[src/design/deadline_sleep_table_macros.svh]
// Assertion macros for the deadline sleep table.
// Used by the top level; the clock i_clk and reset i_rst_n must be in scope.
`ifndef DEADLINE_SLEEP_TABLE_MACROS_SVH
`define DEADLINE_SLEEP_TABLE_MACROS_SVH

`ifndef SYNTHESIS
// Same-cycle implication.
`define DST_ASSERT_IMP(label, ante, cons) \
    label: assert property (@(posedge i_clk) disable iff (!i_rst_n) (ante) |-> (cons)) \
        else $error("deadline_sleep_table: same-cycle check failed");
// Next-cycle implication.
`define DST_ASSERT_NXT(label, ante, cons) \
    label: assert property (@(posedge i_clk) disable iff (!i_rst_n) (ante) |=> (cons)) \
        else $error("deadline_sleep_table: next-cycle check failed");
`else
`define DST_ASSERT_IMP(label, ante, cons)
`define DST_ASSERT_NXT(label, ante, cons)
`endif

`endif

[src/design/dst_pkg.sv]
// Shared types and constants of the deadline sleep table.
// No dependencies; imported by the top level and by dst_seq.
`timescale 1ns / 1ps
`default_nettype none

package dst_pkg;

    localparam int TABLE_DEPTH = 16;
    localparam int ID_BITS     = 8;
    localparam int DELAY_W     = 32;
    localparam int TIME_W      = 64;
    localparam int IDX_W       = $clog2(TABLE_DEPTH);
    localparam int CNT_W       = $clog2(TABLE_DEPTH + 1);
    localparam int WORD_W      = ID_BITS + TIME_W;
    localparam int MODE_W      = 2;
    localparam int KIND_W      = 3;
    localparam int IN_DATA_W   = ((ID_BITS + DELAY_W + 1 + 7) / 8) * 8;
    localparam int OUT_DATA_W  = ((ID_BITS + CNT_W + 7) / 8) * 8;

    typedef enum logic [MODE_W-1:0] {
        MODE_SLEEP  = 2'd0,
        MODE_TICK   = 2'd1,
        MODE_CANCEL = 2'd2
    } t_mode;

    typedef enum logic [KIND_W-1:0] {
        KIND_PARKED    = 3'd0,
        KIND_YIELDED   = 3'd1,
        KIND_REFUSED   = 3'd2,
        KIND_FULL      = 3'd3,
        KIND_CANCELLED = 3'd4,
        KIND_ABSENT    = 3'd5,
        KIND_WOKEN     = 3'd6,
        KIND_NONE_DUE  = 3'd7
    } t_kind;

    typedef enum logic [2:0] {
        ST_IDLE,
        ST_READ,
        ST_CHECK,
        ST_TAIL,
        ST_MOVE,
        ST_EMIT
    } t_state;

    typedef struct packed {
        t_kind              kind;
        logic [ID_BITS-1:0] id;
        logic [CNT_W-1:0]   occ;
        logic               last;
    } t_res;

    typedef struct packed {
        logic              we;
        logic [IDX_W-1:0]  waddr;
        logic [WORD_W-1:0] wdata;
        logic              re;
        logic [IDX_W-1:0]  raddr;
    } t_mem_req;

endpackage

`default_nettype wire

[src/design/deadline_sleep_table.sv]
// Top level of the deadline sleep table: stream ports, output register, RAM.
// Depends on dst_pkg, dst_ram, dst_seq and deadline_sleep_table_macros.svh.
`timescale 1ns / 1ps
`default_nettype none

//  Channel   Direction  Handshake                      Carries
//  s_axis    in         s_axis_tvalid / s_axis_tready  requests: sleep, tick, cancel
//  m_axis    out        m_axis_tvalid / m_axis_tready  results, tlast on the final one
//
//  A sleep request goes from idle to the emit state. A cancel reads and checks each entry in
//  turn, refills a match that is not the tail from the tail, passes a last read state if
//  nothing matches, and then delivers its result. A tick examines every entry once, refills
//  each woken entry that is not the tail from the tail, and ends with a read state and the
//  emit state. The single read port of the table RAM with its registered read sets this order.
//  Reset clears time, occupancy and the output valid; the table contents need no clearing.
//  A stalled output holds the scan in place; a new request is taken only when idle.

module deadline_sleep_table (
    input  wire logic                              i_clk,
    input  wire logic                              i_rst_n,
    input  wire logic                              s_axis_tvalid,
    output logic                                   s_axis_tready,
    // [7:0] thread_id, [39:8] delay_ticks, [40] thread_killed, rest zero.
    input  wire logic [dst_pkg::IN_DATA_W-1:0]     s_axis_tdata,
    // [1:0] mode.
    input  wire logic [dst_pkg::MODE_W-1:0]        s_axis_tuser,
    output logic                                   m_axis_tvalid,
    input  wire logic                              m_axis_tready,
    // [7:0] woken_id, [12:8] occupancy, rest zero.
    output logic      [dst_pkg::OUT_DATA_W-1:0]    m_axis_tdata,
    // [2:0] kind.
    output logic      [dst_pkg::KIND_W-1:0]        m_axis_tuser,
    output logic                                   m_axis_tlast
);

    import dst_pkg::*;

    `include "deadline_sleep_table_macros.svh"

    t_mem_req          w_mem;
    logic [WORD_W-1:0] w_rdata;
    t_res              w_res;
    logic              w_push;
    logic              w_slot_free;

    // One result register parts the scan from the downstream consumer.
    logic r_ovalid;
    t_res r_out;

    assign w_slot_free = !r_ovalid || m_axis_tready;

    dst_ram #(
        .WIDTH (WORD_W),
        .DEPTH (TABLE_DEPTH)
    ) u_ram (
        .i_clk   (i_clk),
        .i_we    (w_mem.we),
        .i_waddr (w_mem.waddr),
        .i_wdata (w_mem.wdata),
        .i_re    (w_mem.re),
        .i_raddr (w_mem.raddr),
        .o_rdata (w_rdata)
    );

    dst_seq u_seq (
        .i_clk       (i_clk),
        .i_rst_n     (i_rst_n),
        .i_valid     (s_axis_tvalid),
        .o_ready     (s_axis_tready),
        .i_mode      (s_axis_tuser),
        .i_id        (s_axis_tdata[ID_BITS-1:0]),
        .i_delay     (s_axis_tdata[ID_BITS+DELAY_W-1:ID_BITS]),
        .i_killed    (s_axis_tdata[ID_BITS+DELAY_W]),
        .i_slot_free (w_slot_free),
        .o_push      (w_push),
        .o_res       (w_res),
        .o_mem       (w_mem),
        .i_rdata     (w_rdata)
    );

    always_ff @(posedge i_clk) begin
        if (!i_rst_n) begin
            r_ovalid <= 1'b0;
        end else if (w_push) begin
            r_ovalid <= 1'b1;
        end else if (m_axis_tready) begin
            r_ovalid <= 1'b0;
        end
    end

    always_ff @(posedge i_clk) begin
        if (w_push) begin
            r_out <= w_res;
        end
    end

    assign m_axis_tvalid = r_ovalid;
    assign m_axis_tuser  = r_out.kind;
    assign m_axis_tlast  = r_out.last;
    assign m_axis_tdata  = {{(OUT_DATA_W - ID_BITS - CNT_W){1'b0}}, r_out.occ, r_out.id};

    // A new result is only produced when the output register can take it.
    `DST_ASSERT_IMP(a_push_has_room, w_push, w_slot_free)
    // Every kind other than a wake ends its request.
    `DST_ASSERT_IMP(a_single_is_last, r_ovalid && (r_out.kind != KIND_WOKEN), r_out.last)
    // A tick always starts a scan, so the input side closes right after it.
    `DST_ASSERT_NXT(a_tick_busy,
        s_axis_tvalid && s_axis_tready && (t_mode'(s_axis_tuser) == MODE_TICK),
        !s_axis_tready)
    // Occupancy never exceeds the table depth.
    `DST_ASSERT_IMP(a_occ_bound, r_ovalid, r_out.occ <= CNT_W'(TABLE_DEPTH))

endmodule

`default_nettype wire

[src/design/dst_ram.sv]
// Simple dual-port synchronous RAM with a registered read.
// Generic; holds the sleep table entries. No dependencies.
`timescale 1ns / 1ps
`default_nettype none

module dst_ram #(
    parameter int WIDTH = 8,
    parameter int DEPTH = 16,
    localparam int ADDR_W = $clog2(DEPTH)
) (
    input  wire logic              i_clk,
    input  wire logic              i_we,
    input  wire logic [ADDR_W-1:0] i_waddr,
    input  wire logic [WIDTH-1:0]  i_wdata,
    input  wire logic              i_re,
    input  wire logic [ADDR_W-1:0] i_raddr,
    output logic      [WIDTH-1:0]  o_rdata
);

    logic [WIDTH-1:0] r_mem [DEPTH];

    always_ff @(posedge i_clk) begin
        if (i_we) begin
            r_mem[i_waddr] <= i_wdata;
        end
    end

    // Read data holds until the next read.
    always_ff @(posedge i_clk) begin
        if (i_re) begin
            o_rdata <= r_mem[i_raddr];
        end
    end

endmodule

`default_nettype wire

[src/design/dst_seq.sv]
// Sequencer of the deadline sleep table: time, occupancy and the table scans.
// Depends on dst_pkg; drives the request port of the table RAM.
`timescale 1ns / 1ps
`default_nettype none

module dst_seq (
    input  wire logic                      i_clk,
    input  wire logic                      i_rst_n,
    input  wire logic                      i_valid,
    output logic                           o_ready,
    input  wire logic [dst_pkg::MODE_W-1:0]  i_mode,
    input  wire logic [dst_pkg::ID_BITS-1:0] i_id,
    input  wire logic [dst_pkg::DELAY_W-1:0] i_delay,
    input  wire logic                      i_killed,
    input  wire logic                      i_slot_free,
    output logic                           o_push,
    output dst_pkg::t_res                  o_res,
    output dst_pkg::t_mem_req              o_mem,
    input  wire logic [dst_pkg::WORD_W-1:0]  i_rdata
);

    import dst_pkg::*;

    t_state             r_state, n_state;
    t_mode              r_mode, n_mode;
    logic [CNT_W-1:0]   r_idx, n_idx;
    logic [CNT_W-1:0]   r_count, n_count;
    logic [TIME_W-1:0]  r_time, n_time;
    logic               r_pend_valid, n_pend_valid;
    logic [ID_BITS-1:0] r_pend_id, n_pend_id;
    logic [CNT_W-1:0]   r_pend_occ, n_pend_occ;
    logic [ID_BITS-1:0] r_id, n_id;
    t_res               r_res, n_res;

    logic [TIME_W-1:0]  rd_wake;
    logic [ID_BITS-1:0] rd_thread;
    logic [CNT_W-1:0]   count_m1;
    logic               at_tail;

    assign rd_wake   = i_rdata[TIME_W-1:0];
    assign rd_thread = i_rdata[WORD_W-1:TIME_W];
    assign count_m1  = r_count - CNT_W'(1);
    assign at_tail   = (r_idx == count_m1);

    always_ff @(posedge i_clk) begin
        if (!i_rst_n) begin
            r_state      <= ST_IDLE;
            r_count      <= '0;
            r_time       <= '0;
            r_pend_valid <= 1'b0;
        end else begin
            r_state      <= n_state;
            r_count      <= n_count;
            r_time       <= n_time;
            r_pend_valid <= n_pend_valid;
        end
    end

    always_ff @(posedge i_clk) begin
        r_mode     <= n_mode;
        r_idx      <= n_idx;
        r_pend_id  <= n_pend_id;
        r_pend_occ <= n_pend_occ;
        r_id       <= n_id;
        r_res      <= n_res;
    end

    always_comb begin
        n_state      = r_state;
        n_mode       = r_mode;
        n_idx        = r_idx;
        n_count      = r_count;
        n_time       = r_time;
        n_pend_valid = r_pend_valid;
        n_pend_id    = r_pend_id;
        n_pend_occ   = r_pend_occ;
        n_id         = r_id;
        n_res        = r_res;
        o_ready      = 1'b0;
        o_push       = 1'b0;
        o_res        = r_res;
        o_mem.we     = 1'b0;
        o_mem.waddr  = r_idx[IDX_W-1:0];
        o_mem.wdata  = i_rdata;
        o_mem.re     = 1'b0;
        o_mem.raddr  = r_idx[IDX_W-1:0];

        case (r_state)
            ST_IDLE: begin
                o_ready = 1'b1;
                if (i_valid) begin
                    n_id = i_id;
                    case (t_mode'(i_mode))
                        MODE_SLEEP: begin
                            n_state    = ST_EMIT;
                            n_res.last = 1'b1;
                            n_res.id   = '0;
                            n_res.occ  = r_count;
                            if (i_delay == '0) begin
                                n_res.kind = KIND_YIELDED;
                            end else if (i_killed) begin
                                n_res.kind = KIND_REFUSED;
                            end else if (r_count >= CNT_W'(TABLE_DEPTH)) begin
                                n_res.kind = KIND_FULL;
                            end else begin
                                o_mem.we    = 1'b1;
                                o_mem.waddr = r_count[IDX_W-1:0];
                                o_mem.wdata = {i_id, r_time + TIME_W'(i_delay)};
                                n_count     = r_count + CNT_W'(1);
                                n_res.kind  = KIND_PARKED;
                                n_res.id    = i_id;
                                n_res.occ   = r_count + CNT_W'(1);
                            end
                        end
                        MODE_TICK: begin
                            n_time       = r_time + TIME_W'(1);
                            n_idx        = '0;
                            n_pend_valid = 1'b0;
                            n_mode       = MODE_TICK;
                            n_state      = ST_READ;
                        end
                        MODE_CANCEL: begin
                            n_idx   = '0;
                            n_mode  = MODE_CANCEL;
                            n_state = ST_READ;
                        end
                        default: begin
                            // Unused mode: dropped without a result.
                        end
                    endcase
                end
            end
            ST_READ: begin
                if (r_idx < r_count) begin
                    o_mem.re = 1'b1;
                    n_state  = ST_CHECK;
                end else begin
                    n_state    = ST_EMIT;
                    n_res.last = 1'b1;
                    n_res.occ  = r_count;
                    n_res.id   = '0;
                    if (r_mode == MODE_TICK) begin
                        if (r_pend_valid) begin
                            n_res.kind = KIND_WOKEN;
                            n_res.id   = r_pend_id;
                            n_res.occ  = r_pend_occ;
                        end else begin
                            n_res.kind = KIND_NONE_DUE;
                        end
                    end else begin
                        n_res.kind = KIND_ABSENT;
                    end
                end
            end
            ST_CHECK: begin
                if (r_mode == MODE_TICK) begin
                    if (rd_wake <= r_time) begin
                        // The previous wake is sent on only now that another follows.
                        if (!r_pend_valid || i_slot_free) begin
                            o_push       = r_pend_valid;
                            o_res.kind   = KIND_WOKEN;
                            o_res.id     = r_pend_id;
                            o_res.occ    = r_pend_occ;
                            o_res.last   = 1'b0;
                            n_pend_valid = 1'b1;
                            n_pend_id    = rd_thread;
                            n_pend_occ   = count_m1;
                            n_count      = count_m1;
                            n_state      = at_tail ? ST_READ : ST_TAIL;
                        end
                    end else begin
                        n_idx   = r_idx + CNT_W'(1);
                        n_state = ST_READ;
                    end
                end else begin
                    if (rd_thread == r_id) begin
                        n_res.kind = KIND_CANCELLED;
                        n_res.id   = r_id;
                        n_res.occ  = count_m1;
                        n_res.last = 1'b1;
                        n_count    = count_m1;
                        n_state    = at_tail ? ST_EMIT : ST_TAIL;
                    end else begin
                        n_idx   = r_idx + CNT_W'(1);
                        n_state = ST_READ;
                    end
                end
            end
            ST_TAIL: begin
                // The count is already decremented, so it addresses the old tail.
                o_mem.re    = 1'b1;
                o_mem.raddr = r_count[IDX_W-1:0];
                n_state     = ST_MOVE;
            end
            ST_MOVE: begin
                o_mem.we = 1'b1;
                n_state  = (r_mode == MODE_TICK) ? ST_READ : ST_EMIT;
            end
            ST_EMIT: begin
                if (i_slot_free) begin
                    o_push  = 1'b1;
                    n_state = ST_IDLE;
                end
            end
            default: begin
                n_state = ST_IDLE;
            end
        endcase
    end

endmodule

`default_nettype wire
[config.mk]
export PLATFORM = sky130hd
export DESIGN_NAME = deadline_sleep_table
export DESIGN_NICKNAME = d
export VERILOG_FILES = /design/src/design/dst_pkg.sv /design/src/design/deadline_sleep_table.sv /design/src/design/dst_ram.sv /design/src/design/dst_seq.sv
export VERILOG_INCLUDE_DIRS = /design/src /design/src/design
export SDC_FILE = /design/constraint.sdc
export NUM_CORES = 2
export LEC_CHECK = 0
export BUFFER_PORTS_ARGS = -buffer_cell sky130_fd_sc_hd__buf_4
export CAP_MARGIN = 20
export CORE_MARGIN = 8
export CORE_UTILIZATION = 25
export CTS_CLUSTER_DIAMETER = 50
export DETAILED_ROUTE_END_ITERATION = 8
export PLACE_DENSITY = 0.45
export SLEW_MARGIN = 25
export SYNTH_ARGS = -nofsm -noshare
export SYNTH_HDL_FRONTEND = slang
export SYNTH_SLANG_ARGS = --single-unit
[constraint.sdc]
create_clock -name i_clk -period 6.9 [get_ports i_clk]
set_input_delay 1.38 -clock i_clk [delete_from_list [all_inputs] [get_ports i_clk]]
set_output_delay 1.38 -clock i_clk [all_outputs]
set_load 0.05 [all_outputs]
==> results.cfg <==
[outcome]
outcome = finished, final reports clean

[routing]
vias_per_cell = 4.60
drc_errors = 0
drt-wirelength-per-cell_um = 22.8
ant_nets = 0
vias = 31000
drt_iter0_markers = 2125
firstDrtPassIters = 5
wirelength_um = 154000

[synthesis]
yosysWarnings = 0
yosys.cell_types.count = 79
yosysSeqAreaShare_pct = 70.2
async_reset_ff_share_pct = 0
ys_ff_latch = 1359
postSynthCellCount = 3410
syn_area_sq_um = 57100
avgSynthCellArea_sq_um = 16.7
synth_edf_count = 1285
ys.flop_type = edfxtp_1

[clock_network]
cts_setup_buffers = 0
clk_pin_slew_worst_paths_ns = 0.06
cts_buffer_depth = 3
cts.sinks = 1359
cts_tree = yes
cts-resized-gates = 0
postCtsHoldBufs = 0
clk_latency_ns = 0.79
cts_buffers = 155
cts-root-buf = clkbuf_16
htree_num_levels = 4

[cells_and_area]
final_util_pct = 29.6
fin_area_sq_um = 67300
seq_area_sq_um = 40100
fillers = 22400
multi_input_area_sq_um = 16100
num-nets-final = 3764
drive_gt1_share_pct = 21.0
instances_no_fill = 6743
area_delta_synth_final_pct = 17.9

[sta]
setup_violations = 0
hold_viol_final = 0
rsz0062_at_grt = no
final.setup.tns_ns = 0
finalCriticalPeriod_ns = 5.42
slew_violations = 0
fmax_ghz = 0.184
slew_headroom_pct = 24.3
finClkSkew_ns = 0.0330
worst_pin_slew_ns = 1.13
min_period_over_period_pct = 78.6

[placement]
place_congestion = 0.811
place_inst = 6451
portBuffers = 65
dp_hpwl_um = 88900
placed_area_sq_um = 62100

[setup_path]
cp-end-kind = flop
critPathLaunch = s_axis_tdata[32]
required_ns = 7.30
startpoint_type = input port
critical_path_class = in -> reg
crit_arrival_ns = 5.83
rr_startpoint = u_ram.o_rdata[26]$_DFFE_PP_
cp_max_fo = 25

[global_route]
grt_pass1_vias = 32100
grt_max_degree = 135
antenna_found_initial = 2
grt_pass1_wl_um = 225000
overflow = 0
track_usage_pct = 12.4

[floorplan]
start_util_pct = 25.1
dieArea_sq_um = 244000
rows = 175
die_y_um = 494
core_sq_um = 227000
die_w_um = 494
ioPinCount = 76

[run]
drv_cap = 0

[min_path]
hp-class = reg -> reg
hold_start = u_seq.r_time[26]$_SDFFE_PN0P_

[pwr]
power.leakage_uw = 0.0212
ir_drop_mv = 0.247
total_power_uw = 19800
p_per_area_nw_per_um2 = 294
-- final timing paths --
path                                    to  slack, ns  cells after the start
max reg2reg      m_axis_tdata[2]$_DFFE_PP_       2.24                      9
min          u_seq.r_time[26]$_SDFFE_PN0P_       0.49                      2
max           u_ram.r_mem[7][45]$_DFFE_PP_       1.48                      9
min reg2reg  u_seq.r_time[26]$_SDFFE_PN0P_       0.49                      2
-- layer usage --
metal  GRT usage [%]  routed length, um
met2            20.2              72800
met5               0                  0
met4            3.13               3000
met1            17.2              71700
met3            2.14               6210
-- stage by stage --
| stage | setup WS, ns | hold WS (ns) |
|---|---|---|
| after global routing | 1.31 | 0.515 |
| after CTS | 1.58 | 0.491 |
| final | 1.48 | 0.493 |
| after detailed placement | 0.710 | 0.482 |
| after global placement | 0.765 | 0.486 |
| after floorplan | 0.299 | 0.457 |
-- cell families (layout without fill, tap and decap cells) --
kind of cell / after synthesis / count (layout) / synth area share [%]
xor gates and xnor gates: 115 / 115 / 1.77
other: 1 / 7 / 0.00657
buffers and inverters: 269 / 587 / 1.96
AOI/OAI and AO/OA: 487 / 487 / 5.42
DFF: 1359 / 1359 / 70.2
and+or+nand+nor: 762 / 762 / 6.47
adders and majority gates: 110 / 110 / 2.43
muxes: 307 / 307 / 11.7
-- sequential cells by signal (all words and copies together), names as in the netlist, 8 cells and up --
| name | flops |
|---|---|
| u_seq.r_pend_id | 8 |
| u_ram.r_mem | 1152 |
| u_ram.o_rdata | 72 |
| u_seq.r_time | 64 |
| m_axis_tdata | 13 |
| u_seq.r_res | 16 |
| u_seq.r_id | 8 |
-- layout by cell type, fill, tap and decap left out, types with 12 or more instances in the layout --
master,n
buf_12,27
and3_1,12
nor2_1,101
xnor2_1,91
clkinv_1,23
nor3_1,36
nand3_1,45
a21oi_1,105
dfxtp_1,74
buf_4,171
o21ai_0,105
clkinvlp_4,13
clkbuf_1,32
inv_1,99
and2_1,84
clkinv_2,21
clkbuf_16,159
or3_1,28
nand2b_1,13
edfxtp_1,1285
mux4_2,288
o21a_1,13
o31ai_1,15
a211oi_1,84
xor2_1,24
mux2_2,14
a31oi_1,81
nor2_4,16
ha_1,109
nand4_1,42
nand2_1,315
a21o_1,14
nor4_1,20
-- critical path, stage by stage --
cell       delay, ns
buf_4           0.12
nor4_1          0.42
nand4_1         0.59
o2111ai_1       0.68
nand3b_1        0.33
mux2i_1         0.34
nand3_1         0.38
nor2_4          0.92
buf_4           0.59
-- cell usage after synthesis (81+ instances only) --
| library cell | number | share of area, % |
|---|---|---|
| o21ai_0 | 109 | 0.96 |
| edfxtp_1 | 1285 | 68 |
| and2_1 | 84 | 0.92 |
| mux4_2 | 288 | 11 |
| clkbuf_1 | 103 | 0.68 |
| a21oi_1 | 108 | 0.95 |
| a211oi_1 | 85 | 1.1 |
| inv_1 | 99 | 0.65 |
| ha_1 | 109 | 2.4 |
| nor2_1 | 117 | 0.77 |
| nand2_1 | 315 | 2.1 |
| xnor2_1 | 91 | 1.4 |
| a31oi_1 | 81 | 0.89 |
-- layout make-up --
type | count | share of cell area (%)
multi-input cells | 1784 | 24.0
clock inverters | 92 | 1.37
clock buffers | 195 | 6.17
inverters | 101 | 0.564
flip-flops and latches | 1359 | 59.6
diodes | 4 | 0.0149
repair buffers | 199 | 2.75
well taps | 3009 | 5.60
-- report_power, final --
group          internal (uW)  switching, uW
Combinational            778           1280
Clock                   4730           3420
Sequential              9440            108
Note: power is estimated with default switching activity, not from simulation.
